**config.mk**
```make
export PLATFORM = sky130hd
export DESIGN_NAME = pcrl_front
export DESIGN_NICKNAME = d
export VERILOG_FILES = /design/src/rtl/pcrl_pkg.sv /design/src/rtl/pcrl_front.sv
export SDC_FILE = /design/constraint.sdc
export NUM_CORES = 1
export LEC_CHECK = 0
export ABC_AREA = 1
export BUFFER_PORTS_ARGS = -buffer_cell sky130_fd_sc_hd__buf_2
export CAP_MARGIN = 30
export CORE_AREA = 2 2 94 96
export DETAILED_ROUTE_END_ITERATION = 10
export DIE_AREA = 0 0 96 98
export HOLD_SLACK_MARGIN = 0.02
export PLACE_DENSITY = 0.77
export SLEW_MARGIN = 5
export SYNTH_ARGS = -nofsm -noshare
export SYNTH_HDL_FRONTEND = slang
export SYNTH_SLANG_ARGS = --single-unit
```
**constraint.sdc**
```tcl
create_clock -name clk -period 0.8 [get_ports clk]
set_input_delay 0.04 -clock clk [delete_from_list [all_inputs] [get_ports clk]]
set_output_delay 0.04 -clock clk [all_outputs]
set_load 0.01 [all_outputs]
```
**src/rtl/pcrl_pkg.sv**
```systemverilog
`timescale 1ns / 1ps
package pcrl_pkg;

    localparam int TABLE_ENTRIES = 64;
    localparam int IDX_W         = (TABLE_ENTRIES > 1) ? $clog2(TABLE_ENTRIES) : 1;

    localparam int CFG_IDX_W  = 2;
    localparam int CFG_DATA_W = 20;

    localparam logic [15:0] WINDOW_RESET = 16'd1000;
    localparam logic [15:0] MAX_RESET    = 16'd10;
    localparam logic [19:0] BLOCK_RESET  = 20'd10000;
    localparam logic [15:0] COUNT_MAX    = 16'hFFFF;

    // configuration register indexes
    typedef enum logic [CFG_IDX_W-1:0] {
        CFG_WINDOW = 2'd0,
        CFG_MAX    = 2'd1,
        CFG_BLOCK  = 2'd2
    } cfg_idx_t;

    typedef enum logic [2:0] {
        REASON_NEW     = 3'd0,
        REASON_OK      = 3'd1,
        REASON_BLOCKED = 3'd2,
        REASON_RATE    = 3'd3,
        REASON_ZERO    = 3'd4,
        REASON_FULL    = 3'd5
    } reason_t;

    typedef struct packed {
        logic [31:0] client_ip;
        logic [47:0] now_ms;
    } item_t;

    typedef struct packed {
        logic    accepted;
        reason_t reason;
    } result_t;

    typedef struct packed {
        logic [15:0] window_ms;
        logic [15:0] max_attempts;
        logic [19:0] block_ms;
    } cfg_t;

    // word passed from front to back
    typedef struct packed {
        item_t item;
        logic  zero_ip;
    } word_t;

    typedef struct packed {
        logic full;
        logic empty;
    } q_status_t;

endpackage

```
**src/rtl/pcrl_front.sv**
```systemverilog
`timescale 1ns / 1ps
module pcrl_front import pcrl_pkg::*; (
    input  logic                  clk,
    input  logic                  rst_n,
    input  logic                  start,
    input  item_t                 item,
    input  logic                  cfg_we,
    input  logic [CFG_IDX_W-1:0]  cfg_index,
    input  logic [CFG_DATA_W-1:0] cfg_data,
    input  q_status_t             q_status,
    output logic                  busy,
    output logic                  push,
    output word_t                 push_word,
    output cfg_t                  cfg
);

    cfg_t cfg_reg;
    cfg_t cfg_next;

    always_comb
    begin
        cfg_next = cfg_reg;
        if (cfg_we)
        begin
            unique case (cfg_index)
                CFG_WINDOW: cfg_next.window_ms    = cfg_data[15:0];
                CFG_MAX:    cfg_next.max_attempts = cfg_data[15:0];
                CFG_BLOCK:  cfg_next.block_ms     = cfg_data[19:0];
                default:    cfg_next = cfg_reg;
            endcase
        end
    end

    always_ff @(posedge clk or negedge rst_n)
    begin
        if (!rst_n)
        begin
            cfg_reg.window_ms    <= WINDOW_RESET;
            cfg_reg.max_attempts <= MAX_RESET;
            cfg_reg.block_ms     <= BLOCK_RESET;
        end
        else
        begin
            cfg_reg <= cfg_next;
        end
    end

    assign cfg               = cfg_reg;
    assign busy              = q_status.full;
    assign push              = start && !q_status.full;
    assign push_word.item    = item;
    // zero address is tagged here so the back end skips the scan
    assign push_word.zero_ip = (item.client_ip == 32'd0);

endmodule

```
==> results.sh <==
export IMPL_finalSetupTns_ns=-5.515
export IMPL_slowest_stage="dfstp_2"
export IMPL_ir_drop_v=0.001068
export IMPL_cts_buffers=5
export IMPL_syn_nets=413
export IMPL_diodes=0
export IMPL_finalNonFillerCells=510
export IMPL_io_pins=243
export IMPL_rows=34
export IMPL_wire_per_inst_um=14.12
export IMPL_dp_cells=473
export IMPL_crit_buf_inv=1
export IMPL_core_region_area_mm2=0.008466
export IMPL_max_freq_ghz=0.9976
export IMPL_routabilityCongestion=0.7468
export IMPL_crit_required_ns=0.76
export IMPL_clockBufferDepth=2
export IMPL_io_buffer_count=145
export IMPL_dp_hpwl_mm=5.242
export IMPL_die_y_um=98
export IMPL_grt_max_degree=53
export IMPL_vias=2218
export IMPL_syn_area_per_cell_um2=9.050
export IMPL_final_nets=509
export IMPL_maxCapViolCount=0
export IMPL_critical_path_max_stage_delay_ns=0.56
export IMPL_cp_arrival_ns=0.96
export IMPL_syn_area_mm2=0.002760
export IMPL_cp_top_family="flip-flops"
export IMPL_hold_path_class="in -> reg"
export IMPL_crit_fanout=2
export IMPL_layout_setup_ws_ns=-0.2024
export IMPL_postRouteAntennaNets=0
export IMPL_dp_worst_setup_slack_ns=-0.03922
export IMPL_clkSinkCount=52
export IMPL_syn_inst=305
export IMPL_ff_latch_area_mm2=0.001318
export IMPL_multi_input_area_um2=670.6
export IMPL_tritoncts="built"
export IMPL_crit_chain="buf_6"
export IMPL_drt_wl_total_mm=7.200
export IMPL_finalCritPeriodShare_pct=125.3
export IMPL_p_per_area_mw_per_mm2=1962
export IMPL_endpoint_kind="output pin"
export IMPL_die_x_um=96
export IMPL_area_growth_pct=29.01
export IMPL_relSlewSlack_pct=81.74
export IMPL_worstSetupPathType="reg -> out"
export IMPL_clock_latency_ns=0.30
export IMPL_period_minus_slack_ns=1.002
export IMPL_outcome="finished with violations"
export IMPL_first_pass_iters=4
export IMPL_clkTransAtPathRegs_ns=0.10
export IMPL_grt_overflow_total=0
export IMPL_tightest_slew_ns=0.2738
export IMPL_synth_seq_cells=52
export IMPL_leakage_nw=1.898
export IMPL_drt_iter0_markers=66
export IMPL_synth_seq_area_share_pct=47.73
export IMPL_grt_pass1_vias=2304
export IMPL_violations="setup timing"
export IMPL_track_usage_pct=14.87
export IMPL_drive_gt1_share_pct=50.50
export IMPL_antenna_found_initial=0
export IMPL_fin_util_pct=42.06
export IMPL_avgViaCountPerCell=4.349
export IMPL_drc=0
export IMPL_yosysWarningCount=0
export IMPL_setup_viol=53
export IMPL_nFillCells=814
export IMPL_initial_core_util_pct=32.60
export IMPL_htreeDepth=2
export IMPL_die_area_mm2=0.009408
export IMPL_finalHoldViolations=0
export IMPL_drv_slew=0
export IMPL_root_buffer="clkbuf_8"
export IMPL_fin_worst_skew_ns=0
export IMPL_critPathLaunchType="flop"
export IMPL_grt_pass1_wl_mm=10.92
export IMPL_rsz0062_at_grt="true"
export IMPL_ys_types=12
export IMPL_largest_reg_flops=52
[metal layers]
layer	track usage (%)	share of wire (%)
met1	16.30	37
met4	5.275	2.3
met2	26.82	52
met5	0	0
met3	4.167	8.6
[cell families after synthesis]
kind of cell    synth area share [%]
flops                          47.73
compound gates                 11.88
buf+inv                        28.06
simple gates                   12.33
[repair_timing]
action | CTS | global route
endpoints found under the hold margin | 82 | 0
buffers inserted | 4 | 7
hold buffers | 18 | 0
pin swaps | 0 | 11
gates resized for setup | 14 | 13
setup endpoints to repair | 52 | 54
[worst paths after layout]
path	startpoint	to	slack, ns	cells after the start
worst max-delay path	cfg[10]$_DFFE_PN1P_	cfg[10]	-0.20	1
worst min-delay path	cfg_data[15]	cfg[35]$_DFFE_PN0P_	0.03	3
worst max register to register	cfg[41]$_DFFE_PN1P_	cfg[41]$_DFFE_PN1P_	0	3
worst min register to register	cfg[44]$_DFFE_PN1P_	cfg[44]$_DFFE_PN1P_	0.49	2
max in group asynchronous	rst_n	cfg[43]$_DFFE_PN1P_	0.26	3
min in group asynchronous	rst_n	cfg[49]$_DFFE_PN0P_	0.25	3
[power breakdown]
part	switching, mW	internal, mW	total [mW]
Sequential	0.266	3.12	3.39
Combinational	0.986	1.09	2.08
Clock	0.893	0.625	1.52
Total	2.14	4.84	6.99
[cells in the final DEF, fill, tap and decap left out]
cell type / n
inv_1: 23
clkinvlp_4: 1
nor2_1: 22
clkbuf_1: 1
o21ai_1: 34
o21ai_2: 18
nand3_2: 2
clkbuf_8: 5
dfrtp_1: 39
buf_6: 25
nand2_1: 61
buf_4: 10
dfstp_2: 13
nand2_2: 1
buf_12: 6
buf_2: 121
nand3_1: 1
clkinv_4: 1
dlygate4sd3_1: 18
[area by class of cell]
class                      count  share of cell area, %
clock inverter                 2                 0.4568
inverter                      23                  2.424
multi-input combinational    139                  18.83
clock buffer                   6                  2.038
tap                          108                  3.795
timing repair buffer         180                  35.45
sequential                    52                  37.00
[synthesized netlist by cell type]
cell type,count,area share (%)
buf_2,4,0.73
nor2_1,22,3.0
inv_1,23,3.1
nand2_1,62,8.4
dfstp_2,13,12
dfrtp_1,39,35
nand3_1,1,0.18
nand3_2,2,0.73
buf_6,4,1.6
o21ai_2,18,5.7
buf_4,83,23
o21ai_1,34,6.2
[stage by stage]
step,area [um^2],power [mW],hold slack [ns]
finish,3561,6.985,0.03321
detailed placement,3053,5.079,0.05356
CTS,3440,6.907,0.02666
global route,3561,7.413,0.03367
global placement,3053,5.021,0.04634
floorplan,2760,4.542,-0.2556
Note: power is estimated with default switching activity, not from simulation.
