[src/rtl/pcrl_pkg.sv]
`timescale 1ns / 1ps
package pcrl_pkg;

    localparam int TABLE_ENTRIES = 64;
    localparam int IDX_W         = (TABLE_ENTRIES > 1) ? $clog2(TABLE_ENTRIES) : 1;

    localparam int CFG_IDX_W  = 2;
    localparam int CFG_DATA_W = 20;

    localparam logic [15:0] WINDOW_RESET = 16'd1000;
    localparam logic [15:0] MAX_RESET    = 16'd10;
    localparam logic [19:0] BLOCK_RESET  = 20'd10000;
    localparam logic [15:0] COUNT_MAX    = 16'hFFFF;

    // configuration register indexes
    typedef enum logic [CFG_IDX_W-1:0] {
        CFG_WINDOW = 2'd0,
        CFG_MAX    = 2'd1,
        CFG_BLOCK  = 2'd2
    } cfg_idx_t;

    typedef enum logic [2:0] {
        REASON_NEW     = 3'd0,
        REASON_OK      = 3'd1,
        REASON_BLOCKED = 3'd2,
        REASON_RATE    = 3'd3,
        REASON_ZERO    = 3'd4,
        REASON_FULL    = 3'd5
    } reason_t;

    typedef struct packed {
        logic [31:0] client_ip;
        logic [47:0] now_ms;
    } item_t;

    typedef struct packed {
        logic    accepted;
        reason_t reason;
    } result_t;

    typedef struct packed {
        logic [15:0] window_ms;
        logic [15:0] max_attempts;
        logic [19:0] block_ms;
    } cfg_t;

    // word passed from front to back
    typedef struct packed {
        item_t item;
        logic  zero_ip;
    } word_t;

    typedef struct packed {
        logic full;
        logic empty;
    } q_status_t;

endpackage

[src/rtl/pcrl_queue.sv]
`timescale 1ns / 1ps
module pcrl_queue import pcrl_pkg::*; (
    input  logic      clk,
    input  logic      rst_n,
    input  logic      push,
    input  word_t     push_word,
    input  logic      pop,
    output q_status_t q_status,
    output word_t     head
);

    localparam logic [1:0] DEPTH = 2'd2;

    word_t      slot_reg [2];
    logic       wr_ptr_reg;
    logic       rd_ptr_reg;
    logic [1:0] count_reg;

    always_ff @(posedge clk)
    begin
        if (push)
        begin
            slot_reg[wr_ptr_reg] <= push_word;
        end
    end

    always_ff @(posedge clk or negedge rst_n)
    begin
        if (!rst_n)
        begin
            wr_ptr_reg <= 1'b0;
            rd_ptr_reg <= 1'b0;
            count_reg  <= 2'd0;
        end
        else
        begin
            if (push)
            begin
                wr_ptr_reg <= ~wr_ptr_reg;
            end
            if (pop)
            begin
                rd_ptr_reg <= ~rd_ptr_reg;
            end
            if (push && !pop)
            begin
                count_reg <= count_reg + 2'd1;
            end
            else if (pop && !push)
            begin
                count_reg <= count_reg - 2'd1;
            end
        end
    end

    assign q_status.full  = (count_reg == DEPTH);
    assign q_status.empty = (count_reg == 2'd0);
    assign head           = slot_reg[rd_ptr_reg];

endmodule

[config.mk]
export PLATFORM = sky130hd
export DESIGN_NAME = pcrl_queue
export DESIGN_NICKNAME = d
export VERILOG_FILES = /design/src/rtl/pcrl_pkg.sv /design/src/rtl/pcrl_queue.sv
export SDC_FILE = /design/constraint.sdc
export NUM_CORES = 1
export LEC_CHECK = 0
export BUFFER_PORTS_ARGS = -buffer_cell sky130_fd_sc_hd__buf_4
export CORE_MARGIN = 5
export CORE_UTILIZATION = 56
export CTS_CLUSTER_SIZE = 14
export DETAILED_ROUTE_END_ITERATION = 6
export PLACE_DENSITY = 0.84
export SLEW_MARGIN = 5
export SYNTH_ARGS = -nofsm -noshare
export SYNTH_HDL_FRONTEND = slang
export SYNTH_SLANG_ARGS = --single-unit
[constraint.sdc]
create_clock -name clk -period 6.76 [get_ports clk]
set_input_delay 0.338 -clock clk [delete_from_list [all_inputs] [get_ports clk]]
set_output_delay 0.338 -clock clk [all_outputs]
set_load 0.02 [all_outputs]
==> impl_results.rst <==
.. list-table::
   :header-rows: 1

   * - Metric
     - Value
   * - Status
     - completed
   * - Netlist cell types
     - 13
   * - Switching Share
     - 29.03%
   * - Headroom to the max-slew limit
     - 26.86%
   * - Net count, final
     - 534
   * - Beginning of the worst register-to-register path
     - wr_ptr_reg$_DFFE_PN0P_
   * - Cell type contributing the most total cell area after synthesis
     - edfxtp_1
   * - Cell depth of the worst flop-to-flop path
     - 2
   * - Max Fclk
     - 0.3363 GHz
   * - Internal power summed over all cells
     - between 2 and 3 mW
   * - Cell at the root of the clock tree
     - clkbuf_16
   * - Fraction of power consumed by the clock network
     - 26.6%
   * - Power per cell area
     - around 450 nW/µm²
   * - Cell with the most instances on the worst path
     - buf_4
   * - WP buf/inv
     - 2
   * - Max Slew Vio Count
     - 0
   * - Delay contributed by the slowest stage of the critical path
     - around 0.9 ns
   * - Fillcell total
     - roughly 680
   * - Final Power
     - between 3 and 4 mW
   * - Chip Height
     - 117.2 µm
   * - Transition time at the pin with the least slew margin
     - about 1.1 ns
   * - Part of the power in combinational logic
     - 33.7%
   * - Worst hold slack after final layout
     - around 0.11 ns
   * - Count of state elements after synthesis
     - ~170
   * - Global Route Usage Sum
     - roughly 16%
   * - Detail-routed via count per cell
     - 5.047
   * - Global route overflow
     - 0
   * - Accumulated negative setup slack
     - 0 ns
   * - Flip-flop count of the largest register after layout
     - 162
   * - Total of endpoints with negative setup slack in the final report
     - 0
   * - Fraction of layout instances using a drive strength above 1
     - 60.92%
   * - Setup repair after global routing missed its margin
     - no
   * - Number of setup buffers added after CTS
     - 0
   * - Power share of the sequential group
     - 39.7%
   * - Logic depth of the worst setup path including buffers
     - 3
   * - Clock latency reported for the late side of the worst-skew pair
     - 0.41 ns
   * - Number of hold violations in the final report
     - 0
   * - Dpl cells
     - 571
   * - Required time worst endpoint
     - 6.42 ns
   * - Sequential fraction of the synthesis area
     - ~77%
   * - Cell Area, Synth
     - 6431 µm²
   * - Leak Pwr
     - between 3 and 4 nW
   * - Detailed-route wire length
     - 11220 µm
   * - Cell-by-cell trace of the critical path
     - buf_4 -> mux2_4 -> buf_4
   * - Final worst path period share
     - 43.99%
   * - Max-cap violations
     - 0
   * - Worst IR Drop VDD
     - 0.0002393 V
   * - Number of antenna violations at the first check in global routing
     - 0
   * - Starting DRC count in detailed routing
     - 145
   * - Clock tree from TritonCTS
     - built
   * - Startpoint of the lowest-slack hold path
     - push_word[66]
   * - Total via count after detailed routing
     - 3033
   * - Slowest CP cell
     - dfrtp_4
   * - Vias in the first global route
     - approximately 3200
   * - Chip Width
     - 117.2 µm
   * - Pin count of the biggest net entering global routing
     - 82
   * - Placer congestion estimate
     - 0.7073
   * - Core box area
     - 11320 µm²
   * - Setup WS post-layout
     - 3.786 ns
   * - Fraction of synthesized cell area taken by the top area cell type
     - 75.64%
   * - Instance area at placement
     - 7721 µm²
   * - Worst Setup Start Kind
     - register
   * - Capture instance of the worst register-to-register path
     - slot_reg[0][69]$_DFFE_PP_
   * - Switching component of the power
     - about 1.1 mW
   * - End of the critical path
     - head[78]
   * - Average detailed-routed wire length per instance
     - 18.67 µm
   * - Commonest cells after routing, fill and taps aside
     - buf_4, edfxtp_1, mux2_4, clkbuf_16, bufinv_16
   * - Total die area
     - 13730 µm²
   * - Number of nets with antenna violations after routing
     - 0
   * - Worst setup path start
     - rd_ptr_reg$_DFFE_PN0P_
   * - Path type of the worst setup path
     - reg2out
   * - Cell Count, Final, Fillers Out
     - 601
   * - Cell Rows
     - 39
   * - Clock period minus final worst setup slack
     - just under 3 ns
   * - Max clock buf depth
     - 2
   * - Post-Place Setup Slack
     - around 4.2 ns
   * - Final routed DRC violation total
     - 0
   * - Htree depth
     - 4
   * - Layout Cell Area excl Fill
     - 8346 µm²
   * - Placed wire-length estimate
     - 7370 µm
   * - Wire length of the first global-routing pass
     - 16330 µm
   * - Synthesis warning total
     - 0
   * - Number of buffers created by CTS
     - 17
   * - Hold crit path type
     - in2reg
   * - Clk pin slew, worst setup/hold paths
     - 0.06 ns
   * - Most frequent standard cell in the layout excluding fill and tap cells
     - buf_4
   * - Post-Route Skew
     - 0.004928 ns
   * - IO Pins
     - 168
   * - Number of search-and-repair iterations in the first detailed-routing pass
     - 4
   * - Cell family with the largest share of critical-path delay
     - flip-flops
   * - Cells taking the most area after synthesis
     - edfxtp_1, mux2_4, buf_12, dfrtp_1, xor2_1
   * - Inserted Diodes
     - 0
   * - Initial cell density of the core
     - a little under three fifths
   * - Reg2Reg Setup Slack
     - just under 5 ns
   * - Final core area utilization
     - about three quarters
   * - # clock sinks
     - between 150 and 200
   * - CP endpoint kind
     - output port
   * - PortBufs
     - 167
   * - Max FO, Critical Path
     - 42
   * - Gate Count Post-Synth
     - 268
   * - Area delta synth->final
     - 29.77%
   * - Worst Path Arrival
     - roughly 2.6 ns
   * - Synth Area per Inst
     - ~24 µm²
   * - Syn Nets
     - about 350
metal layers:
metal | global-route usage, % | wire [µm] | vias up
met2 | 27.26 | 5698 | 134
met5 | 0 | 0 | -
li1 | - | - | 1416
met1 | 19.83 | 4393 | 1469
met3 | 6.427 | 976 | 14
met4 | 5.734 | 151 | 0
repair_timing:
item | 4_1_cts | 5_1_grt
resized for setup | 0 | 0
hold buffers | 1 | 0
hold endpoints to repair | 4 | 0
synthesized netlist by cell type, drive strengths merged:
library cell,instances
buf,9
edfxtp,162
xnor2,1
dfrtp,4
nor2b,2
ha,1
mux2,81
xor2,4
and2,1
inv,1
nor2,2
area by class of cell:
| cell class | instances | area (µm²) | share of cell area (%) |
|---|---|---|---|
| Clock buffer | 19 | 432.9 | 5.187 |
| Clock inverter | 10 | 181.4 | 2.174 |
| Inverter | 1 | 3.754 | 0.04498 |
| Multi-Input combinational cell | 92 | 1301 | 15.59 |
| Sequential cell | 166 | 4969 | 59.54 |
| Tap cell | 143 | 178.9 | 2.144 |
| Timing Repair Buffer | 170 | 1279 | 15.32 |
worst min-delay path by stage:
stage / cells after the start / to / slack [ns]
after CTS: 1 / slot_reg[0][11]$_DFFE_PP_ / 0.09
after global placement: 1 / count_reg[1]$_DFFE_PN0P_ / 0.14
after global routing: 1 / slot_reg[1][20]$_DFFE_PP_ / 0.09
final: 1 / slot_reg[1][66]$_DFFE_PP_ / 0.11
after floorplan: 0 / count_reg[0]$_DFFE_PN0P_ / 0.04
after detailed placement: 1 / count_reg[1]$_DFFE_PN0P_ / 0.14
cell families (layout without fill, tap and decap cells):
group	after synthesis	count (layout)	synth area share (%)
DFF	166	166	77.20
and+or+nand+nor	5	5	0.4086
xor gates and xnor gates	5	5	0.6809
adders and majority gates	1	1	0.1945
buffers and inverters	10	200	2.724
muxes	81	81	18.79
power by group through the flow:
stage                     registers, mW  logic [mW]  clock network [mW]
after floorplan                    1.45       0.985                   0
after global placement             1.50        1.27                   0
after detailed placement           1.52        1.28                   0
after CTS                          1.50        1.29                1.02
after global routing               1.52        1.33                1.07
final                              1.49        1.27                1.00
Note: power is estimated with default switching activity, not from simulation.
